===== config.mk =====
export PLATFORM = sky130hd
export DESIGN_NAME = ultrasonic_echo_ranger
export DESIGN_NICKNAME = d
export VERILOG_FILES = /design/src/rtl/uer_pkg.sv /design/src/rtl/uer_tick_div.sv /design/src/rtl/ultrasonic_echo_ranger.sv
export SDC_FILE = /design/constraint.sdc
export NUM_CORES = 1
export LEC_CHECK = 0
export BUFFER_PORTS_ARGS = -buffer_cell sky130_fd_sc_hd__buf_2
export CELL_PAD_IN_SITES_DETAIL_PLACEMENT = 1
export CELL_PAD_IN_SITES_GLOBAL_PLACEMENT = 1
export CORE_MARGIN = 1.5
export CORE_UTILIZATION = 28
export CTS_CLUSTER_SIZE = 10
export DETAILED_ROUTE_END_ITERATION = 10
export PLACE_DENSITY_LB_ADDON = 0.05
export SYNTH_ARGS = -nofsm -noshare
export SYNTH_HDL_FRONTEND = slang
export SYNTH_SLANG_ARGS = --single-unit

===== constraint.sdc =====
create_clock -name clk -period 9.2 [get_ports clk]
set_clock_uncertainty 0.2 [all_clocks]
set_input_delay 1.38 -clock clk [delete_from_list [all_inputs] [get_ports clk]]
set_output_delay 1.38 -clock clk [all_outputs]
set_load 0.03 [all_outputs]

===== src/rtl/uer_pkg.sv =====
package uer_pkg;

    // Echo time per centimeter, in timer ticks
    localparam int unsigned TICKS_PER_CM = 58;

    // Width of a clamped tick total handed to the divider
    localparam int unsigned TICK_BITS = 22;

    // Tick total at and above which the distance saturates
    localparam int unsigned SAT_TICKS = TICKS_PER_CM * 65536;

    // Reciprocal of 58 for tick totals below SAT_TICKS
    localparam int unsigned RECIP_SHIFT = 30;
    localparam int unsigned RECIP_BITS  = 25;
    localparam logic [RECIP_BITS-1:0] RECIP_MUL =
        RECIP_BITS'(((64'd1 << RECIP_SHIFT) + TICKS_PER_CM - 1) / TICKS_PER_CM);

    localparam int unsigned DIST_BITS = 16;

    // Event codes carried in the mode field
    localparam logic [2:0] MODE_START   = 3'd0;
    localparam logic [2:0] MODE_CAPTURE = 3'd1;
    localparam logic [2:0] MODE_WRAP    = 3'd2;
    localparam logic [2:0] MODE_CHECK   = 3'd3;
    localparam logic [2:0] MODE_RELEASE = 3'd4;

    // Reported phase codes
    localparam logic [1:0] PCODE_IDLE = 2'd0;
    localparam logic [1:0] PCODE_RISE = 2'd1;
    localparam logic [1:0] PCODE_FALL = 2'd2;
    localparam logic [1:0] PCODE_DONE = 2'd3;

    typedef enum logic [3:0] {
        PH_IDLE = 4'b0001,
        PH_RISE = 4'b0010,
        PH_FALL = 4'b0100,
        PH_DONE = 4'b1000
    } phase_t;

    // Item state between the event stage and the distance stage
    typedef struct packed {
        logic                 trig;
        logic                 falling;
        logic                 fresh;
        logic [1:0]           phase_code;
        logic                 done;
        logic                 capture;
        logic                 sat;
        logic [TICK_BITS-1:0] ticks;
    } stage_t;

    function automatic logic [1:0] phase_code_of(input phase_t ph);
        logic [1:0] code;
        unique case (ph)
            PH_IDLE: code = PCODE_IDLE;
            PH_RISE: code = PCODE_RISE;
            PH_FALL: code = PCODE_FALL;
            PH_DONE: code = PCODE_DONE;
            default: code = PCODE_IDLE;
        endcase
        return code;
    endfunction

endpackage


===== src/rtl/uer_tick_div.sv =====
module uer_tick_div (
    input  logic [uer_pkg::TICK_BITS-1:0] ticks,
    output logic [uer_pkg::DIST_BITS-1:0] quotient
);
    import uer_pkg::*;

    localparam int unsigned PROD_BITS = TICK_BITS + RECIP_BITS;

    logic [PROD_BITS-1:0] product;

    // Divide by 58 through the reciprocal; exact for totals below SAT_TICKS
    assign product  = PROD_BITS'(ticks) * PROD_BITS'(RECIP_MUL);
    assign quotient = product[RECIP_SHIFT +: DIST_BITS];

endmodule


===== src/rtl/ultrasonic_echo_ranger.sv =====
// Event-driven echo ranger: each input item is one event (start, capture edge,
// timer wrap, check, release) and yields exactly one result item. One item is
// accepted per clock while the input is not stalled; an accepted item waits in
// the event stage, then passes the distance stage into the output register, and
// the input stalls only while both stages hold items and the output is not taken.
// The distance (t2 - t1 + wraps * (timer_top + 1)) / 58 is split so that the
// wrap product is kept registered ahead of time, the event stage forms and
// clamps the tick total, and the distance stage divides by 58 with a
// reciprocal multiply. timer_top is written through the cfg channel, which
// is always ready; write it only while no item is in flight.
module ultrasonic_echo_ranger #(
    parameter int STAMP_BITS = 16,
    parameter int WRAP_BITS  = 8
) (
    input  logic        clk,
    input  logic        rst_n,

    input  logic        in_valid,
    output logic        in_ready,
    input  logic [2:0]  mode,
    input  logic [15:0] capture_stamp,

    output logic        out_valid,
    input  logic        out_ready,
    output logic        trigger_pulse,
    output logic        edge_falling,
    output logic [15:0] distance_cm,
    output logic        fresh,
    output logic [1:0]  phase_now,
    output logic        reading_done,

    input  logic        cfg_valid,
    output logic        cfg_ready,
    input  logic [15:0] cfg_data
);
    import uer_pkg::*;

    localparam int PROD_BITS  = WRAP_BITS + 17;
    localparam int TOTAL_BITS = ((STAMP_BITS > PROD_BITS) ? STAMP_BITS : PROD_BITS) + 2;

    // Control state
    phase_t                 phase_reg, phase_next;
    logic [STAMP_BITS-1:0]  first_stamp_reg, first_stamp_next;
    logic [WRAP_BITS-1:0]   wrap_count_reg, wrap_count_next;
    logic                   falling_reg, falling_next;
    logic                   done_reg, done_next;
    logic [15:0]            timer_top_reg, timer_top_next;
    logic [PROD_BITS-1:0]   wrap_ticks_reg, wrap_ticks_next;
    logic [15:0]            last_distance_reg, last_distance_next;

    // Pipeline registers
    logic                   s1_valid_reg, s1_valid_next;
    stage_t                 s1_reg, s1_next;
    logic                   out_valid_reg, out_valid_next;
    logic                   trig_out_reg;
    logic                   falling_out_reg;
    logic [15:0]            dist_out_reg;
    logic                   fresh_out_reg;
    logic [1:0]             phase_out_reg;
    logic                   done_out_reg;

    logic                   in_fire;
    logic                   out_load;
    logic [STAMP_BITS-1:0]  stamp;
    logic [16:0]            period;
    logic [TOTAL_BITS-1:0]  total;
    logic                   total_neg;
    logic                   total_sat;
    logic [15:0]            quotient;
    logic [15:0]            dist_new;

    // Handshake and stage flow
    assign out_load  = s1_valid_reg && (!out_valid_reg || out_ready);
    assign in_ready  = !s1_valid_reg || out_load;
    assign in_fire   = in_valid && in_ready;
    assign cfg_ready = 1'b1;

    assign s1_valid_next  = in_fire ? 1'b1 : (out_load ? 1'b0 : s1_valid_reg);
    assign out_valid_next = out_load ? 1'b1 : (out_ready ? 1'b0 : out_valid_reg);

    assign stamp = STAMP_BITS'(capture_stamp);

    // Tick total for a falling capture, from the prepared wrap product
    assign total = TOTAL_BITS'(stamp) - TOTAL_BITS'(first_stamp_reg)
                 + TOTAL_BITS'(wrap_ticks_reg);
    assign total_neg = total[TOTAL_BITS-1];
    assign total_sat = !total_neg && (total >= TOTAL_BITS'(SAT_TICKS));

    // Advance the event sequence for an accepted item
    always_comb
    begin
        phase_next       = phase_reg;
        first_stamp_next = first_stamp_reg;
        wrap_count_next  = wrap_count_reg;
        falling_next     = falling_reg;
        done_next        = done_reg;
        s1_next          = s1_reg;
        if (in_fire)
        begin
            s1_next.trig    = 1'b0;
            s1_next.fresh   = 1'b0;
            s1_next.capture = 1'b0;
            unique case (mode)
                MODE_START:
                begin
                    if (phase_reg == PH_IDLE)
                    begin
                        falling_next = 1'b0;
                        done_next    = 1'b0;
                        phase_next   = PH_RISE;
                        s1_next.trig = 1'b1;
                    end
                end
                MODE_CAPTURE:
                begin
                    if (phase_reg == PH_RISE)
                    begin
                        first_stamp_next = stamp;
                        wrap_count_next  = '0;
                        falling_next     = 1'b1;
                        phase_next       = PH_FALL;
                    end
                    else if (phase_reg == PH_FALL)
                    begin
                        wrap_count_next = '0;
                        done_next       = 1'b1;
                        phase_next      = PH_DONE;
                        s1_next.capture = 1'b1;
                    end
                end
                MODE_WRAP:
                begin
                    wrap_count_next = wrap_count_reg + 1'b1;
                end
                MODE_CHECK:
                begin
                    if (phase_reg == PH_DONE)
                    begin
                        s1_next.fresh = 1'b1;
                        phase_next    = PH_IDLE;
                    end
                end
                MODE_RELEASE:
                begin
                    phase_next = PH_IDLE;
                end
                default:
                begin
                end
            endcase
            s1_next.falling    = falling_next;
            s1_next.done       = done_next;
            s1_next.phase_code = phase_code_of(phase_next);
            s1_next.sat        = total_sat;
            s1_next.ticks      = total_neg ? '0 : total[TICK_BITS-1:0];
        end
    end

    // Keep wraps * (timer_top + 1) registered for the next capture
    assign timer_top_next  = cfg_valid ? cfg_data : timer_top_reg;
    assign period          = {1'b0, timer_top_next} + 17'd1;
    assign wrap_ticks_next = PROD_BITS'(wrap_count_next) * PROD_BITS'(period);

    // Distance stage
    uer_tick_div u_div (
        .ticks    (s1_reg.ticks),
        .quotient (quotient)
    );

    assign dist_new = s1_reg.sat ? 16'hFFFF : quotient;
    assign last_distance_next = (out_load && s1_reg.capture) ? dist_new : last_distance_reg;

    always_ff @(posedge clk or negedge rst_n)
    begin
        if (!rst_n)
        begin
            phase_reg         <= PH_IDLE;
            first_stamp_reg   <= '0;
            wrap_count_reg    <= '0;
            falling_reg       <= 1'b0;
            done_reg          <= 1'b0;
            timer_top_reg     <= 16'hFFFF;
            wrap_ticks_reg    <= '0;
            last_distance_reg <= '0;
            s1_valid_reg      <= 1'b0;
            out_valid_reg     <= 1'b0;
        end
        else
        begin
            phase_reg         <= phase_next;
            first_stamp_reg   <= first_stamp_next;
            wrap_count_reg    <= wrap_count_next;
            falling_reg       <= falling_next;
            done_reg          <= done_next;
            timer_top_reg     <= timer_top_next;
            wrap_ticks_reg    <= wrap_ticks_next;
            last_distance_reg <= last_distance_next;
            s1_valid_reg      <= s1_valid_next;
            out_valid_reg     <= out_valid_next;
        end
    end

    // Hold payloads; load them as items advance
    always_ff @(posedge clk)
    begin
        s1_reg <= s1_next;
        if (out_load)
        begin
            trig_out_reg    <= s1_reg.trig;
            falling_out_reg <= s1_reg.falling;
            dist_out_reg    <= last_distance_next;
            fresh_out_reg   <= s1_reg.fresh;
            phase_out_reg   <= s1_reg.phase_code;
            done_out_reg    <= s1_reg.done;
        end
    end

    assign out_valid     = out_valid_reg;
    assign trigger_pulse = trig_out_reg;
    assign edge_falling  = falling_out_reg;
    assign distance_cm   = dist_out_reg;
    assign fresh         = fresh_out_reg;
    assign phase_now     = phase_out_reg;
    assign reading_done  = done_out_reg;

    // A start result always leaves the sequence waiting for the rising edge
    a_trig_phase: assert property (@(posedge clk) disable iff (!rst_n)
        out_valid && trigger_pulse |-> phase_now == PCODE_RISE && !edge_falling)
        else $error("start result with wrong phase");

    // A fresh reading returns to idle with a completed measurement
    a_fresh_done: assert property (@(posedge clk) disable iff (!rst_n)
        out_valid && fresh |-> phase_now == PCODE_IDLE && reading_done)
        else $error("fresh reading without completed measurement");

    // Rising-edge selection excludes the later phases
    a_edge_phase: assert property (@(posedge clk) disable iff (!rst_n)
        out_valid && !edge_falling |-> phase_now != PCODE_FALL && phase_now != PCODE_DONE
            && !reading_done)
        else $error("rising capture selected in a late phase");

    // A stalled output keeps the event stage full and unchanged
    a_stall_hold: assert property (@(posedge clk) disable iff (!rst_n)
        s1_valid_reg && out_valid_reg && !out_ready |=> s1_valid_reg && $stable(s1_reg))
        else $error("event stage moved during output stall");

endmodule

==> impl_metrics.toml, run 1 <==
[drt]
initialDrtViolationCount = 403
viasPerCell = 4.434
post_drt_wl_per_cell_um = 18.13
drtPass1Iterations = 4
vias = 13760
drc = 0
postRouteAntennaNets = 0
totalWireLength_um = 56270

[finish]
largest_register_ffs = 30
design.final.nets = 2792
area_delta_synth_final_pct = 10.38
layout-drive-gt1-share_pct = 7.757
final_core_utilization_pct = 31.43

[sta]
fin_hold_ws_ns = 0.2232
setup_tns_ns = 0
grt_setup_unrepaired = "false"
maxSlewHeadroom_pct = 23.24
clock_period_minus_final_worst_setup_slack_ns = 8.228
period_share_pct = 89.43
finalHoldViolations = 0
final_max_slew_viol_count = 0
maxClockFrequency_mhz = 121.5
worst-slew-pin-transition_ns = 1.147
setup_viol_count_final = 0

[synthesis]
yosys-top-cells-count = "inv_1, ha_1, fa_1, nor2_1, nand2_1"
synthDominantCellAreaShare_pct = 29.75
synthAdderAreaFrac_pct = 48.59
synth_largest_area_cell = "fa_1"
yosys.cell_count.top_type = "inv_1"
synth_area_leaders = "fa_1, ha_1, inv_1"
mean_area_per_synthesized_cell_um2 = 9.887
post_synth_inst_count = 2069
yosys_register_bits = 141
synth-xor-area-share_pct = 3.939
area_fraction_in_compound_gates_after_synthesis_pct = 7.896
synthesis.nets = 2721
ys.flop_type = "dfrtp_1"
ys_warn_count = 0
yosysSeqAreaShare_pct = 18.62
async_set_reset_flop_share_out_of_synthesis_pct = 63.12
multiplexer_area_fraction_after_synthesis_pct = 1.529
synth_top_family_by_area = "adder cells"
number_of_enable_flip_flop_cells_after_synthesis = 52
synth-simple-area-share_pct = 9.602
synth.distinct_cells = 74
netlist_area_um2 = 20460

[grt]
grt_max_degree = 49
grt_antenna_before_repair = 1
grtUsageTotal_pct = 16.05
overflow = 0
grt_pass1_vias = 15960
grt_first_pass_wirelength_um = 90900

[clocking]
cts-resized-gates = 0
worstSkewPairLatency_ns = 0.47
cts_buffers = 17
cts.reportedPaths.clkPinSlew_ns = 0.08
holdBufCountCts = 0
cts_tree = "done"
cts_max_level = 4
total_number_of_clock_tree_sinks = 141
clock-root-buffer = "clkbuf_16"
post-cts-setup-buffers = 0
cts.path.max_buffers = 2

[hold_path]
holdCritStartpoint = "s1_reg[27]"
worst_hold_path.endpoint = "fresh"
min_delay_path_depth = 0
worst_hold_path_type = "reg -> reg"

[floorplan]
die_footprint_um2 = 74690
count_of_standard_cell_rows = 98
die_h_um = 273.3
initial_core_util_pct = 28.47
fp.dieW_um = 273.3
io_pins = 65
core_area_um2 = 71850

[run_status]
run_status = "completed"

[setup_path]
required_ns = 9.39
cp_common_cell = "fa_1"
critPathMaxStageDelay_ns = 0.54
r2r_setup_slack_ns = 1.38
worstReg2RegEnd = "distance_cm[15]"
worstRegToRegCells = 23
crit_path_max_fanout = 11
rr_startpoint = "s1_reg[20]"
worstPathArrival_ns = 8.42
cpMaxStageDelayCell = "fa_1"
critical-path-top-delay-family = "simple AND/OR/NAND/NOR gates"
timing.critical_path.buf_inv = 4
critical_path_class = "in -> reg"
worstSetupEndpointType = "register"
worstSetupStartpointType = "primary input"

[place]
buffer_ports.inserted = 63
routabilityCongestion = 0.7896
detailed_place_hpwl_um = 49210

[job]
timing.max_cap.violations = 0
## cells in the final DEF, fill, tap and decap left out, drive strengths merged, types with 5 or more instances in the layout
cell      n
o21bai   11
mux2i    11
a211oi   12
a21boi    8
or3      11
a21o     19
fa      304
nor2b    22
edfxtp   52
nand2   104
mux2     18
inv     513
nand4    10
nor3     11
o211ai    5
or2       8
xnor2    64
o31a      7
dfstp    17
buf      76
o21a     18
a31oi    10
and2     21
a21oi    79
nor4      5
xor2     28
ha      308
o21ai    49
dfrtp    72
nand3    22
nor2    157
and3      7
clkbuf   17
nand2b   23
## layout make-up
cell class	count	area (µm²)
sequential	141	3810
antenna	1	2.502
clock inverter	15	193.9
fill	8279	49270
tap	950	1189
inverter	505	1896
clock buffer	17	425.4
timing repair buffer	76	415.4
multi-input combinational	1399	14650
## cells by family (layout without fill, tap and decap cells)
group,count (synthesis),after routing
AO/OA/AOI/OAI,252,252
XOR/XNOR,92,92
adder cells (fa/ha/maj),612,612
buffers and inverters,529,613
flip-flops,141,141
multiplexers,29,29
other,1,2
AND/OR/NAND/NOR,413,413
## how the worst max path moves through the flow
stage	from	to	slack [ns]	cells past startpoint
after floorplan	cfg_valid	wrap_ticks_reg[24]	0.69	28
after global routing	cfg_valid	wrap_ticks_reg[24]	0.62	26
final	cfg_valid	wrap_ticks_reg[24]	0.97	26
after detailed placement	cfg_valid	wrap_ticks_reg[24]	0.43	26
after global placement	cfg_valid	wrap_ticks_reg[24]	0.53	26
after CTS	cfg_valid	wrap_ticks_reg[24]	0.92	26
## per-stage QoR
stage                     std cells  setup slack, ns  cell area, µm²
after global placement         3071           0.5343           21960
after global routing           3103           0.6173           22580
after detailed placement       3071           0.4296           21960
after CTS                      3103           0.9200           22580
after floorplan                2069           0.6855           20460
final                          3104           0.9723           22580
## worst register-to-register path, cell delays in order (launching register included)
cell      delay, ns
edfxtp_1       0.67
fa_1           0.76
inv_1          0.13
fa_1           0.49
inv_1          0.06
fa_1           0.48
fa_1           0.55
fa_1           0.53
fa_1           0.55
inv_1          0.06
fa_1           0.53
inv_1          0.04
ha_1           0.28
nand4_1        0.15
nor4_1         0.38
nand3_1        0.20
a21oi_1        0.17
buf_4          0.21
o211ai_1       0.16
a21o_1         0.23
a21boi_0       0.26
a21oi_1        0.13
xnor2_1        0.20
a21oi_1        0.11
## layer usage
| metal | wire (µm) | global-route usage (%) | vias to the layer above |
|---|---|---|---|
| li1 | - | - | 6680 |
| met1 | 25890 | 20.89 | 6989 |
| met2 | 28530 | 28.29 | 66 |
| met3 | 1062 | 2.018 | 28 |
| met4 | 793 | 3.475 | 0 |
| met5 | 0 | 0 | - |
Power of run 1 is left out: the tool's default activity adds up to more than one toggle a clock period on the data nets, which glitch-free logic cannot reach.
==> run 2: changes to the inputs <==
--- a/config.mk
+++ b/config.mk
@@ -5,7 +5,7 @@
 export SDC_FILE = /design/constraint.sdc
 export NUM_CORES = 1
 export LEC_CHECK = 0
-export BUFFER_PORTS_ARGS = -buffer_cell sky130_fd_sc_hd__buf_2
+export BUFFER_PORTS_ARGS = -buffer_cell sky130_fd_sc_hd__buf_4
 export CELL_PAD_IN_SITES_DETAIL_PLACEMENT = 1
 export CELL_PAD_IN_SITES_GLOBAL_PLACEMENT = 1
 export CORE_MARGIN = 1.5
@@ -13,6 +13,7 @@
 export CTS_CLUSTER_SIZE = 10
 export DETAILED_ROUTE_END_ITERATION = 10
 export PLACE_DENSITY_LB_ADDON = 0.05
+export SETUP_SLACK_MARGIN = 0.05
 export SYNTH_ARGS = -nofsm -noshare
 export SYNTH_HDL_FRONTEND = slang
 export SYNTH_SLANG_ARGS = --single-unit
==> impl_metrics.toml, run 2 (synthesis results as in run 1) <==
[finish]
largest_register_ffs = 30
layout-drive-gt1-share_pct = 7.799
final_core_utilization_pct = 31.61
design.final.nets = 2793
mostFrequentLayoutCell = "inv_1"
area_delta_synth_final_pct = 11.03
mostFrequentLayoutCells = "inv_1, ha_1, fa_1"

[run_status]
run_status = "completed"

[floorplan]
io_pins = 65
die_h_um = 273.3
core_area_um2 = 71850
fp.dieW_um = 273.3
count_of_standard_cell_rows = 98
die_footprint_um2 = 74690
initial_core_util_pct = 28.47

[sta]
period_share_pct = 91.33
grt_setup_unrepaired = "false"
maxSlewHeadroom_pct = 23.31
maxClockFrequency_mhz = 119.0
final_max_slew_viol_count = 0
worst-slew-pin-transition_ns = 1.145
setup_tns_ns = 0
clock_period_minus_final_worst_setup_slack_ns = 8.402
fin_ws_ns = 0.7976
setup_viol_count_final = 0
finalHoldViolations = 0

[clocking]
total_number_of_clock_tree_sinks = 141
cts_tree = "done"
holdBufCountCts = 0
cts_buffers = 17
cts.path.max_buffers = 2
cts_max_level = 4
cts.reportedPaths.clkPinSlew_ns = 0.07
worstSkewPairLatency_ns = 0.47
post-cts-setup-buffers = 0
clock-root-buffer = "clkbuf_16"
cts-resized-gates = 0

[grt]
overflow = 0
grt_pass1_vias = 16220
grt_first_pass_wirelength_um = 91260
grtUsageTotal_pct = 15.96
grt_antenna_before_repair = 1
grt_max_degree = 47

[drt]
postRouteAntennaNets = 0
totalWireLength_um = 55680
viasPerCell = 4.431
initialDrtViolationCount = 359
post_drt_wl_per_cell_um = 17.92
drtPass1Iterations = 4
drc = 0
vias = 13760

[setup_path]
worstPathArrival_ns = 8.58
worstSetupStartpointType = "primary input"
crit_path_max_fanout = 26
critical_path_class = "in -> reg"
required_ns = 9.37
worstSetupEndpointType = "register"

[place]
detailed_place_hpwl_um = 48730
routabilityCongestion = 0.7800
post-place-ws_ns = 0.2806
buffer_ports.inserted = 63

[hold_path]
worst_hold_path_type = "reg -> reg"

[job]
timing.max_cap.violations = 0
## run 2: cell types whose count changed in the layout (fill, tap and decap cells not counted)
cell | before | now
buf_4 | 14 | 77
buf_2 | 62 | 0
clkinv_2 | 0 | 2
clkinvlp_4 | 2 | 0
inv_6 | 3 | 5
bufinv_16 | 2 | 1
clkbuf_8 | 0 | 1
clkinv_8 | 1 | 0
diode_2 | 1 | 2
inv_8 | 6 | 5
## run 2: metrics by stage
| stage | area (µm²) | hold WS, ns | instances |
|---|---|---|---|
| floorplan | 20460 | 0.2003 | 2069 |
| global placement | 22120 | 0.2053 | 3072 |
| detailed placement | 22120 | 0.2084 | 3072 |
| CTS | 22710 | 0.2258 | 3104 |
| global route | 22710 | 0.2354 | 3104 |
| finish | 22710 | 0.2212 | 3106 |
## run 2: cell type report
type	instances	area (µm²)
diodes	2	5.005
clock buffers	18	439.2
inverters	505	1896
well taps	950	1189
fillers	8231	49140
multi-input cells	1399	14650
flip-flops and latches	141	3810
repair buffers	77	578.1
clock inverters	14	148.9
## run 2: worst max-delay path, cell delays in order
cell      delay [ns]
buf_4           0.30
mux2_2          0.36
ha_1            0.27
nand2_2         0.10
or3_4           0.40
or3_4           0.38
or2_1           0.27
or3_4           0.43
nor2_1          0.14
xnor2_1         0.35
nand2_1         0.16
fa_1            0.53
inv_1           0.05
fa_1            0.54
inv_1           0.05
fa_1            0.47
inv_1           0.05
fa_1            0.43
ha_1            0.33
and2_1          0.21
and3_1          0.21
a211oi_1        0.35
nor3_1          0.13
or3_1           0.35
a21oi_1         0.18
xnor2_1         0.14
## run 2: metal layers
| metal | GRT usage [%] | share of wire (%) | vias to the layer above |
|---|---|---|---|
| met4 | 2.675 | 0.75 | 0 |
| li1 | - | - | 6689 |
| met5 | 0 | 0 | - |
| met2 | 28.83 | 51 | 69 |
| met1 | 20.44 | 46 | 6987 |
| met3 | 2.123 | 2.0 | 18 |
## run 2: worst paths after layout
kind	start	endpoint	slack (ns)	cells after the start
setup / recovery	cfg_valid	wrap_ticks_reg[24]	0.80	26
hold / removal	s1_reg[27]	fresh	0.22	0
setup reg to reg	s1_reg[19]	distance_cm[15]	1.47	23
hold reg to reg	s1_reg[27]	fresh	0.22	0
max in group asynchronous	rst_n	last_distance_reg[3]	6.99	2
min in group asynchronous	rst_n	wrap_ticks_reg[22]	0.75	1
Power of run 2 is left out for the same reason.
